===== config.mk =====
export PLATFORM = sky130hd
export DESIGN_NAME = palette_pixel_spi_display_streamer
export DESIGN_NICKNAME = d
export VERILOG_FILES = /design/src/sv/pps_pkg.sv /design/src/sv/palette_pixel_spi_display_streamer.sv /design/src/sv/pps_front.sv /design/src/sv/pps_fifo.sv /design/src/sv/pps_back.sv
export SDC_FILE = /design/constraint.sdc
export NUM_CORES = 1
export LEC_CHECK = 0
export ABC_AREA = 1
export BUFFER_PORTS_ARGS = -buffer_cell sky130_fd_sc_hd__buf_2
export CAP_MARGIN = 10
export CORE_ASPECT_RATIO = 0.5
export CORE_MARGIN = 5
export CORE_UTILIZATION = 35
export DETAILED_ROUTE_END_ITERATION = 8
export HOLD_SLACK_MARGIN = 0.02
export SETUP_SLACK_MARGIN = 0.5
export SKIP_LAST_GASP = 1
export SLEW_MARGIN = 20
export SYNTH_ARGS = -nofsm -noshare
export SYNTH_HDL_FRONTEND = slang
export SYNTH_SLANG_ARGS = --single-unit
export TNS_END_PERCENT = 100

===== constraint.sdc =====
create_clock -name clock -period 10.7 [get_ports clock]
set_input_delay 2.14 -clock clock [delete_from_list [all_inputs] [get_ports clock]]
set_output_delay 2.14 -clock clock [all_outputs]
set_load 0.02 [all_outputs]

===== src/sv/pps_pkg.sv =====
`timescale 1ns / 1ps

package pps_pkg;

   localparam int WIDTH        = 256;
   localparam int HEIGHT       = 192;
   localparam int BURST_PIXELS = 32;
   localparam int PALETTE_SIZE = 32;

   localparam int COL_W     = $clog2(WIDTH);
   localparam int LINE_W    = $clog2(HEIGHT + 1);
   localparam int BURST_W   = (BURST_PIXELS > 2) ? $clog2(BURST_PIXELS) : 1;
   localparam int PAL_IDX_W = (PALETTE_SIZE > 2) ? $clog2(PALETTE_SIZE) : 1;

   localparam int QUEUE_DEPTH = 4;
   localparam int QPTR_W      = $clog2(QUEUE_DEPTH);
   localparam int QCNT_W      = $clog2(QUEUE_DEPTH + 1);

   localparam logic [7:0] CMD_COLUMN_SET   = 8'h2A;
   localparam logic [7:0] CMD_PAGE_SET     = 8'h2B;
   localparam logic [7:0] CMD_MEMORY_WRITE = 8'h2C;

   localparam logic [5:0] BITS_COMMAND = 6'd8;
   localparam logic [5:0] BITS_SINGLE  = 6'd16;
   localparam logic [5:0] BITS_FULL    = 6'd32;

   localparam logic [8:0] X_START_RESET = 9'd32;
   localparam logic [7:0] Y_START_RESET = 8'd24;

   typedef enum logic [1:0] {
      FUNC_PALETTE = 2'd0,
      FUNC_START   = 2'd1,
      FUNC_PIXEL   = 2'd2
   } func_type;

   typedef enum logic {
      REG_X_START = 1'b0,
      REG_Y_START = 1'b1
   } reg_index_type;

   typedef enum logic {
      KIND_WORD  = 1'b0,
      KIND_START = 1'b1
   } entry_kind_type;

   typedef struct packed {
      entry_kind_type kind;
      logic [31:0]    word;
      logic [5:0]     valid_bits;
      logic           end_of_transfer;
      logic           frame_done;
      logic [8:0]     x_start;
      logic [7:0]     y_start;
   } entry_type;

endpackage


===== src/sv/palette_pixel_spi_display_streamer.sv =====
`timescale 1ns / 1ps

// Turns palette-indexed pixels into packed 32-bit serial words for an RGB565
// display controller. One input transaction is taken per clock cycle while the
// internal queue has room. A palette write gives no word, and a pixel gives at
// most one: every second pixel makes a word holding the pair, and a lone pixel
// that closes a transfer makes a word of its own. A start transaction gives
// five set-up words that the back-end sequencer sends one per cycle while the
// output is not stalled, so a start holds the output until all five are out. A
// four-entry queue between the front end (palette, position counters, pairing)
// and the back end lets the input keep flowing while the output is stalled,
// until the queue fills. A word is written into the queue when its transaction
// is taken and then loaded into the output register, which reloads in the
// same cycle its word is taken, so words leave back to back.

module palette_pixel_spi_display_streamer (
   input  logic        clock,
   input  logic        reset,
   input  logic        req_valid,
   output logic        req_stall,
   input  logic [1:0]  req_func,
   input  logic [4:0]  req_pal_slot,
   input  logic [7:0]  req_red,
   input  logic [7:0]  req_green,
   input  logic [7:0]  req_blue,
   input  logic [7:0]  req_pixel_code,
   output logic        rsp_valid,
   input  logic        rsp_stall,
   output logic [31:0] rsp_spi_word,
   output logic [5:0]  rsp_valid_bits,
   output logic        rsp_is_command,
   output logic        rsp_end_of_transfer,
   output logic        rsp_frame_done,
   output logic        rsp_last,
   input  logic        csr_write,
   input  logic        csr_index,
   input  logic [8:0]  csr_data
);

   logic               queue_full;
   logic               push;
   pps_pkg::entry_type push_entry;
   logic               pop;
   logic               head_valid;
   pps_pkg::entry_type head_entry;

   pps_front u_front (
      .clock          (clock),
      .reset          (reset),
      .req_valid      (req_valid),
      .req_stall      (req_stall),
      .req_func       (req_func),
      .req_pal_slot   (req_pal_slot),
      .req_red        (req_red),
      .req_green      (req_green),
      .req_blue       (req_blue),
      .req_pixel_code (req_pixel_code),
      .csr_write      (csr_write),
      .csr_index      (csr_index),
      .csr_data       (csr_data),
      .queue_full     (queue_full),
      .push           (push),
      .push_entry     (push_entry)
   );

   pps_fifo u_fifo (
      .clock      (clock),
      .reset      (reset),
      .push       (push),
      .push_entry (push_entry),
      .full       (queue_full),
      .pop        (pop),
      .head_valid (head_valid),
      .head_entry (head_entry)
   );

   pps_back u_back (
      .clock               (clock),
      .reset               (reset),
      .head_valid          (head_valid),
      .head_entry          (head_entry),
      .pop                 (pop),
      .rsp_valid           (rsp_valid),
      .rsp_stall           (rsp_stall),
      .rsp_spi_word        (rsp_spi_word),
      .rsp_valid_bits      (rsp_valid_bits),
      .rsp_is_command      (rsp_is_command),
      .rsp_end_of_transfer (rsp_end_of_transfer),
      .rsp_frame_done      (rsp_frame_done),
      .rsp_last            (rsp_last)
   );

endmodule


===== src/sv/pps_front.sv =====
`timescale 1ns / 1ps

module pps_front (
   input  logic               clock,
   input  logic               reset,
   input  logic               req_valid,
   output logic               req_stall,
   input  logic [1:0]         req_func,
   input  logic [4:0]         req_pal_slot,
   input  logic [7:0]         req_red,
   input  logic [7:0]         req_green,
   input  logic [7:0]         req_blue,
   input  logic [7:0]         req_pixel_code,
   input  logic               csr_write,
   input  logic               csr_index,
   input  logic [8:0]         csr_data,
   input  logic               queue_full,
   output logic               push,
   output pps_pkg::entry_type push_entry
);

   logic [15:0]                  palette_ff [pps_pkg::PALETTE_SIZE];
   logic [8:0]                   x_start_ff;
   logic [7:0]                   y_start_ff;
   logic [pps_pkg::COL_W-1:0]    col_ff, col_in;
   logic [pps_pkg::LINE_W-1:0]   line_ff, line_in;
   logic [pps_pkg::BURST_W-1:0]  burst_ff, burst_in;
   logic [15:0]                  held_ff, held_in;

   logic                          accept;
   logic                          pal_write;
   logic [pps_pkg::PAL_IDX_W-1:0] wr_idx;
   logic [pps_pkg::PAL_IDX_W-1:0] rd_idx;
   logic [15:0]                   colour;
   logic [15:0]                   new_colour;
   logic                          active;
   logic [pps_pkg::COL_W:0]       next_col;
   logic                          line_end;
   logic                          closes;
   logic                          done;

   assign req_stall = queue_full;
   assign accept    = req_valid && !queue_full;

   assign wr_idx     = pps_pkg::PAL_IDX_W'(req_pal_slot);
   assign rd_idx     = pps_pkg::PAL_IDX_W'(req_pixel_code[4:0]);
   assign new_colour = {req_red[7:3], req_green[7:2], req_blue[7:3]};
   assign colour     = (9'(req_pixel_code[4:0]) < 9'(pps_pkg::PALETTE_SIZE)) ?
                       palette_ff[rd_idx] : 16'd0;

   assign active   = line_ff < pps_pkg::LINE_W'(pps_pkg::HEIGHT);
   assign next_col = (pps_pkg::COL_W+1)'(col_ff) + (pps_pkg::COL_W+1)'(1);
   assign line_end = next_col >= (pps_pkg::COL_W+1)'(pps_pkg::WIDTH);
   assign closes   = line_end ||
                     (burst_ff == pps_pkg::BURST_W'(pps_pkg::BURST_PIXELS - 1));
   assign done     = line_end &&
                     ((pps_pkg::LINE_W+1)'(line_ff) + (pps_pkg::LINE_W+1)'(1) >=
                      (pps_pkg::LINE_W+1)'(pps_pkg::HEIGHT));

   always_comb begin
      col_in     = col_ff;
      line_in    = line_ff;
      burst_in   = burst_ff;
      held_in    = held_ff;
      pal_write  = 1'b0;
      push       = 1'b0;
      push_entry = '0;
      push_entry.kind    = pps_pkg::KIND_WORD;
      push_entry.x_start = x_start_ff;
      push_entry.y_start = y_start_ff;
      if (accept) begin
         case (req_func)
            pps_pkg::FUNC_PALETTE: begin
               pal_write = 9'(req_pal_slot) < 9'(pps_pkg::PALETTE_SIZE);
            end
            pps_pkg::FUNC_START: begin
               push            = 1'b1;
               push_entry.kind = pps_pkg::KIND_START;
               col_in          = '0;
               line_in         = '0;
               burst_in        = '0;
               held_in         = '0;
            end
            pps_pkg::FUNC_PIXEL: begin
               if (active) begin
                  push_entry.frame_done = done;
                  if (!burst_ff[0]) begin
                     if (closes) begin
                        push                       = 1'b1;
                        push_entry.word            = {colour, 16'd0};
                        push_entry.valid_bits      = pps_pkg::BITS_SINGLE;
                        push_entry.end_of_transfer = 1'b1;
                     end else begin
                        held_in = colour;
                     end
                  end else begin
                     push                       = 1'b1;
                     push_entry.word            = {held_ff, colour};
                     push_entry.valid_bits      = pps_pkg::BITS_FULL;
                     push_entry.end_of_transfer = closes;
                  end
                  if (line_end) begin
                     col_in   = '0;
                     line_in  = line_ff + pps_pkg::LINE_W'(1);
                     burst_in = '0;
                  end else begin
                     col_in   = next_col[pps_pkg::COL_W-1:0];
                     burst_in = closes ? '0 : burst_ff + pps_pkg::BURST_W'(1);
                  end
               end
            end
            default: begin
            end
         endcase
      end
   end

   always_ff @(posedge clock) begin
      if (reset) begin
         for (int i = 0; i < pps_pkg::PALETTE_SIZE; i++) begin
            palette_ff[i] <= 16'd0;
         end
         x_start_ff <= pps_pkg::X_START_RESET;
         y_start_ff <= pps_pkg::Y_START_RESET;
         col_ff     <= '0;
         line_ff    <= pps_pkg::LINE_W'(pps_pkg::HEIGHT);
         burst_ff   <= '0;
         held_ff    <= '0;
      end else begin
         if (pal_write) begin
            palette_ff[wr_idx] <= new_colour;
         end
         if (csr_write) begin
            case (csr_index)
               pps_pkg::REG_X_START: x_start_ff <= csr_data;
               pps_pkg::REG_Y_START: y_start_ff <= csr_data[7:0];
               default: begin
               end
            endcase
         end
         col_ff   <= col_in;
         line_ff  <= line_in;
         burst_ff <= burst_in;
         held_ff  <= held_in;
      end
   end

endmodule


===== src/sv/pps_fifo.sv =====
`timescale 1ns / 1ps

module pps_fifo (
   input  logic               clock,
   input  logic               reset,
   input  logic               push,
   input  pps_pkg::entry_type push_entry,
   output logic               full,
   input  logic               pop,
   output logic               head_valid,
   output pps_pkg::entry_type head_entry
);

   pps_pkg::entry_type          slots_ff [pps_pkg::QUEUE_DEPTH];
   logic [pps_pkg::QPTR_W-1:0]  wr_ptr_ff, wr_ptr_in;
   logic [pps_pkg::QPTR_W-1:0]  rd_ptr_ff, rd_ptr_in;
   logic [pps_pkg::QCNT_W-1:0]  count_ff, count_in;

   assign full       = count_ff == pps_pkg::QCNT_W'(pps_pkg::QUEUE_DEPTH);
   assign head_valid = count_ff != '0;
   assign head_entry = slots_ff[rd_ptr_ff];

   always_comb begin
      wr_ptr_in = wr_ptr_ff;
      rd_ptr_in = rd_ptr_ff;
      count_in  = count_ff;
      if (push) begin
         wr_ptr_in = (wr_ptr_ff == pps_pkg::QPTR_W'(pps_pkg::QUEUE_DEPTH - 1)) ?
                     '0 : wr_ptr_ff + pps_pkg::QPTR_W'(1);
      end
      if (pop) begin
         rd_ptr_in = (rd_ptr_ff == pps_pkg::QPTR_W'(pps_pkg::QUEUE_DEPTH - 1)) ?
                     '0 : rd_ptr_ff + pps_pkg::QPTR_W'(1);
      end
      if (push && !pop) begin
         count_in = count_ff + pps_pkg::QCNT_W'(1);
      end else if (pop && !push) begin
         count_in = count_ff - pps_pkg::QCNT_W'(1);
      end
   end

   always_ff @(posedge clock) begin
      if (push) begin
         slots_ff[wr_ptr_ff] <= push_entry;
      end
      if (reset) begin
         wr_ptr_ff <= '0;
         rd_ptr_ff <= '0;
         count_ff  <= '0;
      end else begin
         wr_ptr_ff <= wr_ptr_in;
         rd_ptr_ff <= rd_ptr_in;
         count_ff  <= count_in;
      end
   end

endmodule


===== src/sv/pps_back.sv =====
`timescale 1ns / 1ps

module pps_back (
   input  logic               clock,
   input  logic               reset,
   input  logic               head_valid,
   input  pps_pkg::entry_type head_entry,
   output logic               pop,
   output logic               rsp_valid,
   input  logic               rsp_stall,
   output logic [31:0]        rsp_spi_word,
   output logic [5:0]         rsp_valid_bits,
   output logic               rsp_is_command,
   output logic               rsp_end_of_transfer,
   output logic               rsp_frame_done,
   output logic               rsp_last
);

   typedef enum logic [2:0] {
      STEP_COL_CMD,
      STEP_COL_DATA,
      STEP_PAGE_CMD,
      STEP_PAGE_DATA,
      STEP_MEM_CMD
   } step_type;

   step_type    step_ff, step_in;
   logic        valid_ff, valid_in;
   logic [31:0] word_ff, word_in;
   logic [5:0]  bits_ff, bits_in;
   logic        cmd_ff, cmd_in;
   logic        eot_ff, eot_in;
   logic        done_ff, done_in;
   logic        last_ff, last_in;

   logic        load;
   logic [15:0] x_first, x_end, y_first, y_end;

   assign load    = head_valid && (!valid_ff || !rsp_stall);
   assign x_first = 16'(head_entry.x_start);
   assign x_end   = x_first + 16'(pps_pkg::WIDTH - 1);
   assign y_first = 16'(head_entry.y_start);
   assign y_end   = y_first + 16'(pps_pkg::HEIGHT);

   always_comb begin
      step_in  = step_ff;
      valid_in = rsp_stall ? valid_ff : 1'b0;
      word_in  = word_ff;
      bits_in  = bits_ff;
      cmd_in   = cmd_ff;
      eot_in   = eot_ff;
      done_in  = done_ff;
      last_in  = last_ff;
      pop      = 1'b0;
      if (load) begin
         valid_in = 1'b1;
         if (head_entry.kind == pps_pkg::KIND_WORD) begin
            pop     = 1'b1;
            word_in = head_entry.word;
            bits_in = head_entry.valid_bits;
            cmd_in  = 1'b0;
            eot_in  = head_entry.end_of_transfer;
            done_in = head_entry.frame_done;
            last_in = 1'b1;
         end else begin
            bits_in = pps_pkg::BITS_COMMAND;
            cmd_in  = 1'b1;
            eot_in  = 1'b1;
            done_in = 1'b0;
            last_in = 1'b0;
            case (step_ff)
               STEP_COL_CMD: begin
                  word_in = {pps_pkg::CMD_COLUMN_SET, 24'd0};
                  step_in = STEP_COL_DATA;
               end
               STEP_COL_DATA: begin
                  word_in = {x_first, x_end};
                  bits_in = pps_pkg::BITS_FULL;
                  cmd_in  = 1'b0;
                  step_in = STEP_PAGE_CMD;
               end
               STEP_PAGE_CMD: begin
                  word_in = {pps_pkg::CMD_PAGE_SET, 24'd0};
                  step_in = STEP_PAGE_DATA;
               end
               STEP_PAGE_DATA: begin
                  word_in = {y_first, y_end};
                  bits_in = pps_pkg::BITS_FULL;
                  cmd_in  = 1'b0;
                  step_in = STEP_MEM_CMD;
               end
               STEP_MEM_CMD: begin
                  word_in = {pps_pkg::CMD_MEMORY_WRITE, 24'd0};
                  last_in = 1'b1;
                  pop     = 1'b1;
                  step_in = STEP_COL_CMD;
               end
               default: begin
                  step_in = STEP_COL_CMD;
               end
            endcase
         end
      end
   end

   always_ff @(posedge clock) begin
      word_ff <= word_in;
      bits_ff <= bits_in;
      cmd_ff  <= cmd_in;
      eot_ff  <= eot_in;
      done_ff <= done_in;
      last_ff <= last_in;
      if (reset) begin
         step_ff  <= STEP_COL_CMD;
         valid_ff <= 1'b0;
      end else begin
         step_ff  <= step_in;
         valid_ff <= valid_in;
      end
   end

   assign rsp_valid           = valid_ff;
   assign rsp_spi_word        = word_ff;
   assign rsp_valid_bits      = bits_ff;
   assign rsp_is_command      = cmd_ff;
   assign rsp_end_of_transfer = eot_ff;
   assign rsp_frame_done      = done_ff;
   assign rsp_last            = last_ff;

endmodule

# Yosys cells after proc, flatten, opt, wreduce, memory -nomap -nowiden
# Memories as Yosys holds them, arrays and structs flattened. A register that Yosys moved wholly into a read port is not among the register bits.
# Cells that the tools add are included.
[totals] reg_bits=107 mem_bits_rw=744 inputBits=54 output_inout_bits=44 word_cells=129 mem_count=2
[classes] addsub=10 magnitude_cmp=3 eq_ne=16 mux=54 bitwise_logic=1 reduce_logical=26
[mem_list] memory="u_front.palette_ff" words=32 width=16 rd=1 rd_clocked_by_memory_dff=0 write_ports=32 line="pps_front.sv:22" text="logic [15:0] palette_ff [pps_pkg::PALETTE_SIZE];"
[mem_list] memory="u_fifo.slots_ff" words=4 width=58 rd=1 rd_clocked_by_memory_dff=1 write_ports=1 line="pps_fifo.sv:14" text="pps_pkg::entry_type slots_ff [pps_pkg::QUEUE_DEPTH];"
[ops] operator="$pmux 32 s5" count=1
[ops] operator="$mux 40" count=2
[ops] operator="$mux 39" count=2
[ops] operator="$mux 16" count=4
[ops] operator="$mux 41" count=1
[ops] operator="$mux 32" count=1
[ops] operator="$mux 8" count=4
[ops] operator="$pmux 16 s2" count=1
[ops] operator="$pmux 8 s2" count=2
[ops] operator="$mux 1" count=21
[ops] operator="$mux 5" count=4
[ops] operator="$add 8x1->9 const B" count=2
[ops] operator="$reduce_or 16->1" count=1
[ops] operator="$mux 6" count=2
[ops] operator="$pmux 3 s4" count=1
[ops] operator="$add 9x8->10 const B" count=1
[ops] operator="$pmux 5 s2" count=1
[ops] operator="$add 8x8->9 const B" count=1
[ops] operator="$ge 9x8->1 const B" count=1
[ops] operator="$ge 9x9->1 const B" count=1
[ops] operator="$add 8x1->8 const B" count=1
[ops] operator="$lt 8x8->1 const B" count=1
[ops] operator="$mux 2" count=4
[ops] operator="$reduce_and 2->1" count=4
[ops] operator="other kinds (27)" count=46

# Depth between registers and ports, before layout
# Gate-level depths: netlist of the first run.
[logic_depth] ltp_word=12 mapped_depth=16 mapped_depth_nobuf=16

# Modules after synthesis
# A second synthesis of the first run with hierarchy kept.
[unflattened] hier_cells=3641 hier_area_um2=37223.2
[by_module_without_submodules] mod="pps_front" instances=1 cells_each=2770 area_each_um2=25832.3 seq_area_each_um2=16455.8
[by_module_without_submodules] mod="pps_fifo" instances=1 cells_each=621 area_each_um2=9108.7 seq_area_each_um2=7146.9
[by_module_without_submodules] mod="pps_back" instances=1 cells_each=250 area_each_um2=2282.2 seq_area_each_um2=1341.3

# Worst setup path before layout of the first run
# No wires, ideal clock.
[synth_timing] path_kind="input port to flip-flop" start="input port req_func[0]" end="memory u_fifo.slots_ff[0][0] in the netlist's numbering (enable)" arrival_ns=5.435 required_time_ns=10.234 path_slack_ns=4.799 path_stages=10 path_buffers=0 path_cell_list="inv_1 ha_1 inv_2 nor2_1 nand2_1 inv_1 nand2_1 o21ai_0 inv_1 nor2_1"
[synth_via] elab_chain_len=5 elab_cells_between_ends=6
[synth_rtl] element="from (decl)" line="palette_pixel_spi_display_streamer.sv:21" text="input logic [1:0] req_func,"
[synth_rtl] element="$eq 2x2->1 / $eq 2x1->1 (equally long branches)" line="pps_front.sv:72" text="case (req_func)"
[synth_rtl] element="$pmux 1 s2 *" line="pps_front.sv:72"
[synth_rtl] element="$mux 1 *" line="pps_front.sv:71" text="if (accept) begin"
[synth_rtl] element="net push" line="palette_pixel_spi_display_streamer.sv:41" text="logic push;"
[synth_rtl] element="$mux 1 *" line="pps_fifo.sv:43" text="if (push) begin"
[synth_rtl] element="$mux 1 (implied by the code) *" line="pps_fifo.sv:44" text="slots_ff[wr_ptr_ff] <= push_entry;"
[synth_rtl] element="to (decl)" line="pps_fifo.sv:14"
# Mark *: on every way through the listed nets, which the timed path passes. The rest lies on a longest branch.

==> out/results.tsv, run 1 <==
stage	metric	value	unit
outcome	status	finished clean	
worst_setup_path	Worst R2R Path Depth	11	
synthesis	post-synthesis cell area	0.0363	mm^2
worst_setup_path	R2R setup slack	7.09	ns
drt	DRT iter0 DRCs	2640	
timing	Setup Viol. Count Final	0	
floorplan	Placeable Area	0.103	mm^2
floorplan	die area	0.111	mm^2
global_routing	number of global-route vias before repair	23893	
drt	Vias/cell	5.13	
synthesis	top post-synthesis cells by area	edfxtp_1 63%, nand2_1 9.4%, nor2_1 6.9%	
timing	Final period util	0.475	
placement	Buffers on Ports	83	
placement	Setup WS pre-CTS	5.04	ns
clocking	clock-pin slew on the worst setup and hold paths	0.06	ns
worst_setup_path	crit-path most repeated cell	nand2_1	
worst_hold_path	Worst Hold Class	flop to flop	
synthesis	top cell type's share of synthesized area	0.634	
global_routing	first-pass GRT wire length	145000	um
clocking	worst-case clock buffer depth	3	
clocking	Root Driver	clkbuf_16	
synthesis	Synth Warn #	0	
clocking	number of hold buffers added after CTS	0	
clocking	CTS Sinks	833	
global_routing	largest net degree at the start of global routing	103	
job	max-cap violation count	0	
placement	Placed Area	0.0377	mm^2
timing	RSZ-0062 raised after global routing	no	
clocking	TritonCTS buffer count	82	
cells_and_area	fill count	9884	
timing	Worst Skew	0.0111	ns
drt	Vias	25483	
timing	Slew Limit Fails	0	
floorplan	height of the die	238	um
placement	placed cells	4819	
worst_setup_path	CP max-delay cell	buf_4	
clocking	CTS tree	done	
synthesis	sequential fraction of the synthesis area	0.671	
drt	drt pass-1 iters	6	
worst_setup_path	startpoint types	primary input	
cells_and_area	cell area after layout	0.0402	mm^2
power	leakage power	15.5	nW
timing	f_max	0.197	GHz
timing	final setup TNS	0	ns
drt	Remaining DRCs	0	
cells_and_area	Final Instance Count excl. Fillers	4970	
cells_and_area	final net count	3614	
worst_setup_path	Crit Path Category	primary input to flop	
floorplan	Die Wd	465	um
power	VDD IR max	115	uV
worst_hold_path	WHS Path Cells	2	
synthesis	number of distinct library cells after synthesis	48	
timing	relative slew slack	0.233	
synthesis	top cell type by total area after synthesis	edfxtp_1	
worst_setup_path	Worst Path Required	11.09	ns
timing	count of final hold-check violations	0	
worst_setup_path	Worst Path Buf+Inv	3	
floorplan	Rows	83	
placement	GPL Wtd Cong	0.819	
cells_and_area	layout cell share with drive strength beyond 1	0.0818	
global_routing	GR Overflow Total	0	
global_routing	Global Route Usage Sum	0.170	
worst_setup_path	CP arrival	5.47	ns
worst_setup_path	reg2reg start	u_front.burst_ff[0]	
timing	Final WS setup	5.61	ns
drt	final wirelength	96600	um
global_routing	initial antenna violation count	1	
clocking	CTS H-tree lvls	3	
worst_setup_path	delay-heaviest family, CP	buffers and inverters	
placement	post-detail-place hpwl	56100	um
timing	Period minus WS final	5.09	ns
cells_and_area	final core occ	0.392	
worst_setup_path	CP endpoint kind	flop	
worst_hold_path	min-delay src	u_front.held_ff[0]	
worst_setup_path	CP Cell Sequence	buf_6 > buf_4 > buf_4 > nand2_1 > nand3_1 > nand3_1 > nand2_1 > nand2_1 > nand3_1 > nand2_1 > o21ai_1	
floorplan	IO Pins	98	
synthesis	top_reg_cell synth	edfxtp_1	
worst_setup_path	CP max stage delay	0.82	ns
clocking	clock insertion delay at the later pin of the skew report	0.63	ns
synthesis	Async SR Flop Fraction	0	
synthesis	Mapped Cells	3583	
drt	Routed WL per cell	19.4	um
worst_setup_path	Reg-to-Reg End	u_fifo.slots_ff[3][56]	
floorplan	effective utilization at floorplan	0.353	
clocking	Resized Gates After CTS	0	
clocking	# Post-CTS Setup Buffers	0	
worst_hold_path	Hold Path End	u_front.held_ff[0]	
synthesis	Synth Register Bits	833	
synthesis	Post-synth EDFFs	766	
timing	Slew @ Worst Pin	1.14	ns
worst_setup_path	CP max FO	82	
power	Pwr Density	205	mW/mm^2
cells_and_area	P&R area growth vs syn	10.9	%
drt	antenna viol nets, final	0	
synthesis	Synth Area per Inst	10.1	um^2
==> synth_stat cells, types with 2 or more instances <==
master	n
o22ai_1	29
dfxtp_1	67
o211a_1	2
nor4_1	2
buf_2	99
nor3_1	19
a31oi_1	2
inv_1	84
nor3b_1	2
nor2_2	3
buf_1	14
o31ai_1	2
nand3_1	478
o22a_1	2
buf_4	8
nor3_4	2
ha_1	16
a221o_1	3
o21a_1	2
o21ai_0	105
inv_2	9
a22oi_1	3
nand2_1	913
nand2_2	34
a21oi_1	63
clkinv_1	3
edfxtp_1	766
nor2_1	667
or2_2	3
xor2_1	7
a221oi_1	8
o21ai_1	18
a21o_1	7
clkbuf_1	127
==> flip-flops by register name, summed over array words and instances, names as in the netlist, 8 cells and up, named ones only <==
register,flops
u_back.rsp_spi_word,32
u_front.held_ff,16
u_front.y_start_ff,8
u_front.x_start_ff,9
u_front.palette_ff,512
u_front.col_ff,8
u_front.line_ff,8
u_fifo.slots_ff,216
==> area by class of cell <==
class                   count  area (um^2)  share of cell area
flip-flops and latches    833        24300               0.605
multi-input cells        2408        10500               0.262
clock buffers             106         2270              0.0564
well taps                1360         1700              0.0423
repair buffers            122          717              0.0178
inverters                  96          370             0.00920
clock inverters            43          299             0.00743
diodes                      2         5.00            0.000124
==> metal layers <==
metal,part of all wire,vias up,global-route usage
li1,-,12074,-
met4,0.030,0,0.0581
met3,0.072,147,0.0319
met5,0,-,0
met1,0.42,12420,0.227
met2,0.48,842,0.281
==> tightest hold or removal path, cell delays in order (launching register included) <==
cell,delay (ns)
dfxtp_1,0.31
nand2_1,0.06
a21oi_1,0.05
==> kinds of logic (layout without fill, tap and decap cells) <==
family,after synthesis,after routing,synth area share
fa+ha+maj,17,17,0.00607
flops,833,833,0.671
compound gates,252,252,0.0391
buf+inv,344,367,0.0398
xor+xnor,7,7,0.00169
other cells,1,5,0.000103
simple gates,2129,2129,0.242
==> power by group <==
group          switching (W)  total, W  leakage (nW)  internal [W]
Sequential         0.0000865   0.00388          8.15       0.00380
Combinational        0.00114   0.00155          6.10      0.000406
Clock                0.00123   0.00282          1.27       0.00159
==> cells in the final DEF (no fill, tap or decap), drive strengths merged, types with 4 or more instances in the layout <==
cell and instances:
edfxtp 766, nor3 22, a21o 7, clkinv 40, dfxtp 67, ha 16, nand2 947, o22ai 29
nor2 670, a221oi 8, nand3 480, a21oi 63, xor2 7, o21ai 123, inv 95, buf 122
bufinv 4, clkbuf 106
==> how the worst max path moves through the flow <==
stage	from	end	slack, ns	depth (start not counted)
finish	req_pixel_code[0]	u_fifo.slots_ff[1][56]	5.61	11
global route	req_pixel_code[0]	u_fifo.slots_ff[1][49]	5.43	11
CTS	req_pixel_code[0]	u_fifo.slots_ff[0][56]	5.72	11
detailed placement	req_pixel_code[0]	u_fifo.slots_ff[2][56]	5.04	11
global placement	req_pixel_code[0]	u_fifo.slots_ff[2][56]	5.07	11
floorplan	req_func[0]	u_fifo.slots_ff[0][0]	4.80	10
==> stage by stage <==
step | power, W | hold slack [ns]
3_3_place_gp | 0.00549 | 0.452
6_report | 0.00825 | 0.462
3_5_place_dp | 0.00552 | 0.456
4_1_cts | 0.00832 | 0.466
2_1_floorplan | 0.00497 | 0.445
5_1_grt | 0.00861 | 0.492
No activity file was read; power rests on OpenSTA's default activity.
==> inputs of run 2 (changes only) <==
==> constraint.sdc (replaced) <==
create_clock -name clock -period 5 [get_ports clock]
set_input_delay 1 -clock clock [delete_from_list [all_inputs] [get_ports clock]]
set_output_delay 1 -clock clock [all_outputs]
set_load 0.02 [all_outputs]
==> run 2 against run 1 <==
Against the previous run: final cell count up 0.34%; clock-buffer cell count up 7; sequential power up 110%; largest cell class unchanged; largest power group unchanged; highest routed layer is now met5.
==> out/results.tsv, run 2 (synthesis results as in run 1) <==
stage	metric	value	unit	change
outcome	status	finished clean		
power	total power	0.0174	W	+110%
drt	final wirelength	96000	um	-0.67%
power	Pwr Density	432	mW/mm^2	+110%
placement	placed cells	4834		+0.31%
global_routing	number of global-route vias before repair	23878		-0.063%
job	max-cap violation count	0		unchanged
floorplan	Placeable Area	0.103	mm^2	unchanged
worst_setup_path	Worst Path Required	5.37	ns	-5.72 ns
floorplan	Rows	83		unchanged
timing	Final period util	0.763		
cells_and_area	Final Instance Count excl. Fillers	4987		+0.34%
worst_hold_path	Worst Hold Class	flop to flop		
cells_and_area	commonest non-fill, non-tap cells in the layout	913 x nand2_1, 766 x edfxtp_1, 663 x nor2_1, 478 x nand3_1, 105 x o21ai_0		
clocking	Root Driver	clkbuf_16		
clocking	# Post-CTS Setup Buffers	0		unchanged
worst_setup_path	crit-path most repeated cell	buf_4		
placement	post-detail-place hpwl	55500	um	-1.0%
drt	Remaining DRCs	0		unchanged
global_routing	Global Route Usage Sum	0.169		-0.000794
floorplan	Die Wd	465	um	unchanged
worst_setup_path	CP max stage delay	0.76	ns	-0.06 ns
placement	Buffers on Ports	83		unchanged
timing	RSZ-0062 raised after global routing	no		
timing	final setup TNS	0	ns	unchanged
worst_setup_path	CP endpoint kind	flop		
clocking	Resized Gates After CTS	0		unchanged
global_routing	largest net degree at the start of global routing	205		+99%
worst_setup_path	CP max-delay cell	clkinv_1		
cells_and_area	most common cell after layout, fill and taps aside	nand2_1		
worst_setup_path	CP Cell Sequence	inv_2 > nand2_1 > nand3_1 > and2_1 > buf_4 > clkinv_1 > o31ai_1 > inv_1 > buf_4		
drt	drt pass-1 iters	5		-1
drt	Routed WL per cell	19.2	um	-1.0%
cells_and_area	Largest register FFs	512		unchanged
timing	Setup Viol. Count Final	0		unchanged
timing	relative slew slack	0.149		-0.0840
drt	antenna viol nets, final	0		unchanged
clocking	clock insertion delay at the later pin of the skew report	0.65	ns	+0.02 ns
clocking	CTS Sinks	833		unchanged
worst_setup_path	startpoint types	flop		
floorplan	die area	0.111	mm^2	unchanged
placement	GPL Wtd Cong	0.808		-1.3%
clocking	clock-pin slew on the worst setup and hold paths	0.06	ns	about the same
drt	Vias	25334		-0.58%
clocking	CTS H-tree lvls	3		unchanged
floorplan	IO Pins	98		unchanged
floorplan	height of the die	238	um	unchanged
power	VDD IR max	303	uV	+160%
timing	count of final hold-check violations	0		unchanged
power	leakage power	15.5	nW	+0.25%
global_routing	initial antenna violation count	3		+2
cells_and_area	final net count	3630		+0.44%
clocking	CTS tree	done		
drt	DRT iter0 DRCs	2275		-14%
timing	f_max	0.262	GHz	
worst_setup_path	Crit Path Category	flop to flop		
clocking	worst-case clock buffer depth	3		unchanged
worst_setup_path	CP max FO	31		-62%
cells_and_area	layout cell share with drive strength beyond 1	0.0858		+0.00401
cells_and_area	P&R area growth vs syn	11.2	%	
timing	Worst Hold Slack	0.467	ns	+0.00553 ns
timing	Worst Skew	0.0286	ns	+0.0174 ns
timing	Slew Limit Fails	0		unchanged
floorplan	effective utilization at floorplan	0.353		unchanged
cells_and_area	Biggest register	u_front.palette_ff		
clocking	TritonCTS buffer count	83		+1.2%
global_routing	first-pass GRT wire length	145000	um	+0.13%
drt	Vias/cell	5.08		-0.92%
worst_setup_path	CP arrival	4.19	ns	-1.28 ns
clocking	number of hold buffers added after CTS	0		unchanged
timing	Slew @ Worst Pin	1.28	ns	+0.135 ns
worst_setup_path	delay-heaviest family, CP	buffers and inverters		
timing	Period minus WS final	3.82	ns	
worst_setup_path	Worst Path Buf+Inv	5		+2
global_routing	GR Overflow Total	0		unchanged
-- run 2: changes by cell type in the layout (fill, tap and decap cells not counted), sizes merged --
cell      delta
diode        -1
buf         +15
bufinv       -4
inv          -1
clkbuf       +7
clkinvlp     +1
-- run 2: worst register-to-register path: stages, from the launching register on --
cell and delay, ns:
dfxtp_4 0.35, inv_2 0.40, nand2_1 0.10, nand3_1 0.08, and2_1 0.12, buf_4 0.33
clkinv_1 0.78, o31ai_1 0.47, inv_1 0.51, buf_4 0.40
-- run 2: layout make-up --
| class | instances | area, um^2 |
|---|---|---|
| Multi-Input combinational cell | 2408 | 10500 |
| Tap cell | 1360 | 1700 |
| Timing Repair Buffer | 137 | 946 |
| Sequential cell | 833 | 24300 |
| Fill cell | 9873 | 62400 |
| Clock buffer | 113 | 2240 |
| Clock inverter | 39 | 193 |
| Antenna cell | 1 | 2.50 |
| Inverter | 96 | 369 |
-- run 2: through the flow --
| stage | cell area, um^2 | worst slack [ns] | util |
|---|---|---|---|
| after floorplan | 36300 | 0.239 | - |
| after global placement | 37900 | 1.14 | 0.369 |
| after detailed placement | 37900 | 1.10 | 0.369 |
| after CTS | 40300 | 1.09 | 0.393 |
| after global routing | 40300 | 0.850 | 0.393 |
| final | 40300 | 1.18 | 0.393 |
-- run 2: worst paths after layout --
path | start | to | slack [ns] | depth (start not counted)
worst max-delay path | flop | u_back.rsp_spi_word[21] | 1.18 | 9
worst min register to register | u_front.held_ff[7] | u_front.held_ff[7] | 0.47 | 2
worst max register to register | flop | u_back.rsp_spi_word[21] | 1.18 | 9
worst min-delay path | u_front.held_ff[7] | u_front.held_ff[7] | 0.47 | 2
-- run 2: metal layers --
metal	global-route usage	share of wire	vias up
met5	0	0.00030	-
met4	0.0547	0.030	4
met3	0.0356	0.071	160
met2	0.283	0.48	811
met1	0.222	0.42	12248
li1	-	-	12111
-- run 2: power breakdown --
| group | internal (W) | switching [W] | leakage (nW) |
|---|---|---|---|
| combinational | 0.000887 | 0.00244 | 6.20 |
| sequential | 0.00812 | 0.000196 | 8.15 |
| clock | 0.00315 | 0.00261 | 1.20 |
| total | 0.0122 | 0.00525 | 15.5 |
==> inputs of run 3 (changes only) <==
==> constraint.sdc (replaced) <==
create_clock -name clock -period 3.9 [get_ports clock]
set_input_delay 0.78 -clock clock [delete_from_list [all_inputs] [get_ports clock]]
set_output_delay 0.78 -clock clock [all_outputs]
set_load 0.02 [all_outputs]
==> run 3 against run 2 <==
Against the previous run: final area is 0.77% higher; die area stayed put; sequential power is 29% higher; routed wire length is 1.3% higher; worst hold slack worse by 0.085 ns; register-to-register slack worse by 0.20 ns; combinational power is 29% higher; first-iteration DRC count is 19% higher; via count is 1.7% higher.
==> out/results.tsv, run 3 (synthesis results as in run 1) <==
stage	metric	value	unit	change
worst_setup_path	CP max FO	28		-9.7%
power	leakage power	15.7	nW	+1.0%
clocking	clock insertion delay at the later pin of the skew report	0.64	ns	about the same
cells_and_area	P&R area growth vs syn	12.0	%	
clocking	worst-case clock buffer depth	3		unchanged
timing	Final WS setup	0.987	ns	-0.198 ns
timing	Final period util	0.747		-0.0161
cells_and_area	footprint of the multi-input gates	0.0105	mm^2	unchanged
cells_and_area	commonest non-fill, non-tap cells in the layout	913 x nand2_1, 766 x edfxtp_1, 663 x nor2_1, 478 x nand3_1, 105 x o21ai_0		
power	VDD IR max	396	uV	+31%
drt	Vias/cell	5.14		+1.3%
cells_and_area	Ant. Diodes	0		-1
timing	Slew @ Worst Pin	0.993	ns	-0.284 ns
worst_setup_path	Crit Path Category	flop to flop		
clocking	clock-pin slew on the worst setup and hold paths	0.07	ns	about the same
drt	Routed WL per cell	19.4	um	+0.84%
global_routing	GR Overflow Total	0		unchanged
timing	f_max	0.343	GHz	+31%
floorplan	effective utilization at floorplan	0.353		unchanged
global_routing	number of global-route vias before repair	24184		+1.3%
cells_and_area	layout cell share with drive strength beyond 1	0.0924		+0.00658
drt	DRT iter0 DRCs	2715		+19%
placement	post-detail-place hpwl	58500	um	+5.3%
clocking	# Post-CTS Setup Buffers	0		unchanged
worst_setup_path	CP arrival	3.29	ns	-0.90 ns
cells_and_area	fill count	9923		+0.51%
cells_and_area	Largest register FFs	512		unchanged
worst_setup_path	startpoint types	flop		
drt	final wirelength	97200	um	+1.3%
cells_and_area	Biggest register	u_front.palette_ff		
drt	Remaining DRCs	0		unchanged
global_routing	first-pass GRT wire length	148000	um	+1.5%
floorplan	Placeable Area	0.103	mm^2	unchanged
timing	RSZ-0062 raised after global routing	no		
worst_hold_path	Worst Hold Class	primary input to flop		
clocking	Root Driver	clkbuf_16		
clocking	TritonCTS buffer count	80		-3.6%
drt	antenna viol nets, final	0		unchanged
drt	drt pass-1 iters	5		unchanged
placement	Setup WS pre-CTS	0.666	ns	-0.435 ns
floorplan	IO Pins	98		unchanged
timing	Setup Viol. Count Final	0		unchanged
global_routing	initial antenna violation count	2		-1
cells_and_area	final core occ	0.396		+0.00302
job	max-cap violation count	0		unchanged
timing	Period minus WS final	2.91	ns	-0.902 ns
clocking	CTS H-tree lvls	3		unchanged
clocking	CTS tree	done		
timing	Worst Skew	0.0244	ns	-0.00413 ns
outcome	status	finished clean		
cells_and_area	most common cell after layout, fill and taps aside	nand2_1		
worst_setup_path	Worst Path Required	4.28	ns	-1.09 ns
power	Pwr Density	552	mW/mm^2	+28%
placement	Buffers on Ports	83		unchanged
clocking	number of hold buffers added after CTS	0		unchanged
global_routing	Global Route Usage Sum	0.172		+0.00256
floorplan	Rows	83		unchanged
timing	Slew Limit Fails	0		unchanged
cells_and_area	final net count	3655		+0.69%
clocking	CTS Sinks	833		unchanged
placement	GPL Wtd Cong	0.859		+6.3%
cells_and_area	sequential cell area	0.0243	mm^2	unchanged
worst_setup_path	CP endpoint kind	flop		
timing	count of final hold-check violations	0		unchanged
floorplan	die area	0.111	mm^2	unchanged
timing	final setup TNS	0	ns	unchanged
global_routing	largest net degree at the start of global routing	129		-37%
drt	Vias	25766		+1.7%
floorplan	Die Wd	465	um	unchanged
clocking	Resized Gates After CTS	0		unchanged
timing	relative slew slack	0.335		+0.186
floorplan	height of the die	238	um	unchanged
==> run 3: changes by cell type in the layout (fill, tap and decap cells not counted), moves of 5 or more <==
cell      previous run  this run
buf_4               45        68
clkinv_2            21        11
clkinv_1            19        14
clkbuf_8             1         8
buf_12               9        15
==> run 3: critical path, cell delays in order, from the launching register on <==
cell      delay, ns
dfxtp_2        0.52
clkinv_1       0.10
buf_4          0.25
nand3_1        0.11
and2_1         0.16
buf_4          0.33
clkinv_1       0.15
buf_4          0.25
a21oi_1        0.41
inv_1          0.20
o21a_1         0.15
==> run 3: power by group <==
part / internal [W] / switching [W]
clock: 0.00412 / 0.00333
sequential: 0.0104 / 0.000253
combinational: 0.00118 / 0.00314
total: 0.0157 / 0.00672
==> run 3: worst paths after layout <==
kind                 startpoint  depth (start not counted)                  endpoint  slack, ns
min reg2reg  u_front.held_ff[5]                          2        u_front.held_ff[5]       0.47
max reg2reg                flop                         10  u_back.rsp_valid_bits[5]       0.99
max                        flop                         10  u_back.rsp_valid_bits[5]       0.99
min                 csr_data[4]                          3     u_front.y_start_ff[4]       0.38
==> run 3: cell type report <==
cell class	count	area share
multi-input cells	2408	0.259
repair buffers	165	0.0302
flip-flops and latches	833	0.599
clock buffers	120	0.0570
clock inverters	27	0.00369
inverters	96	0.00905
well taps	1360	0.0419
==> run 3: stage by stage <==
stage / power (W) / area [um^2] / hold WS (ns) / std cells
floorplan: 0.0136 / 36300 / 0.445 / 3585
global placement: 0.0151 / 38200 / 0.453 / 4862
detailed placement: 0.0152 / 38200 / 0.456 / 4862
CTS: 0.0226 / 40600 / 0.350 / 5009
global route: 0.0234 / 40600 / 0.377 / 5009
finish: 0.0224 / 40600 / 0.382 / 5009
==> run 3: layer usage <==
layer,track usage,vias up,routed length [um]
li1,-,12156,-
met1,0.244,12611,42900
met2,0.278,877,45400
met3,0.0270,122,6760
met4,0.0429,0,2160
met5,0,-,0
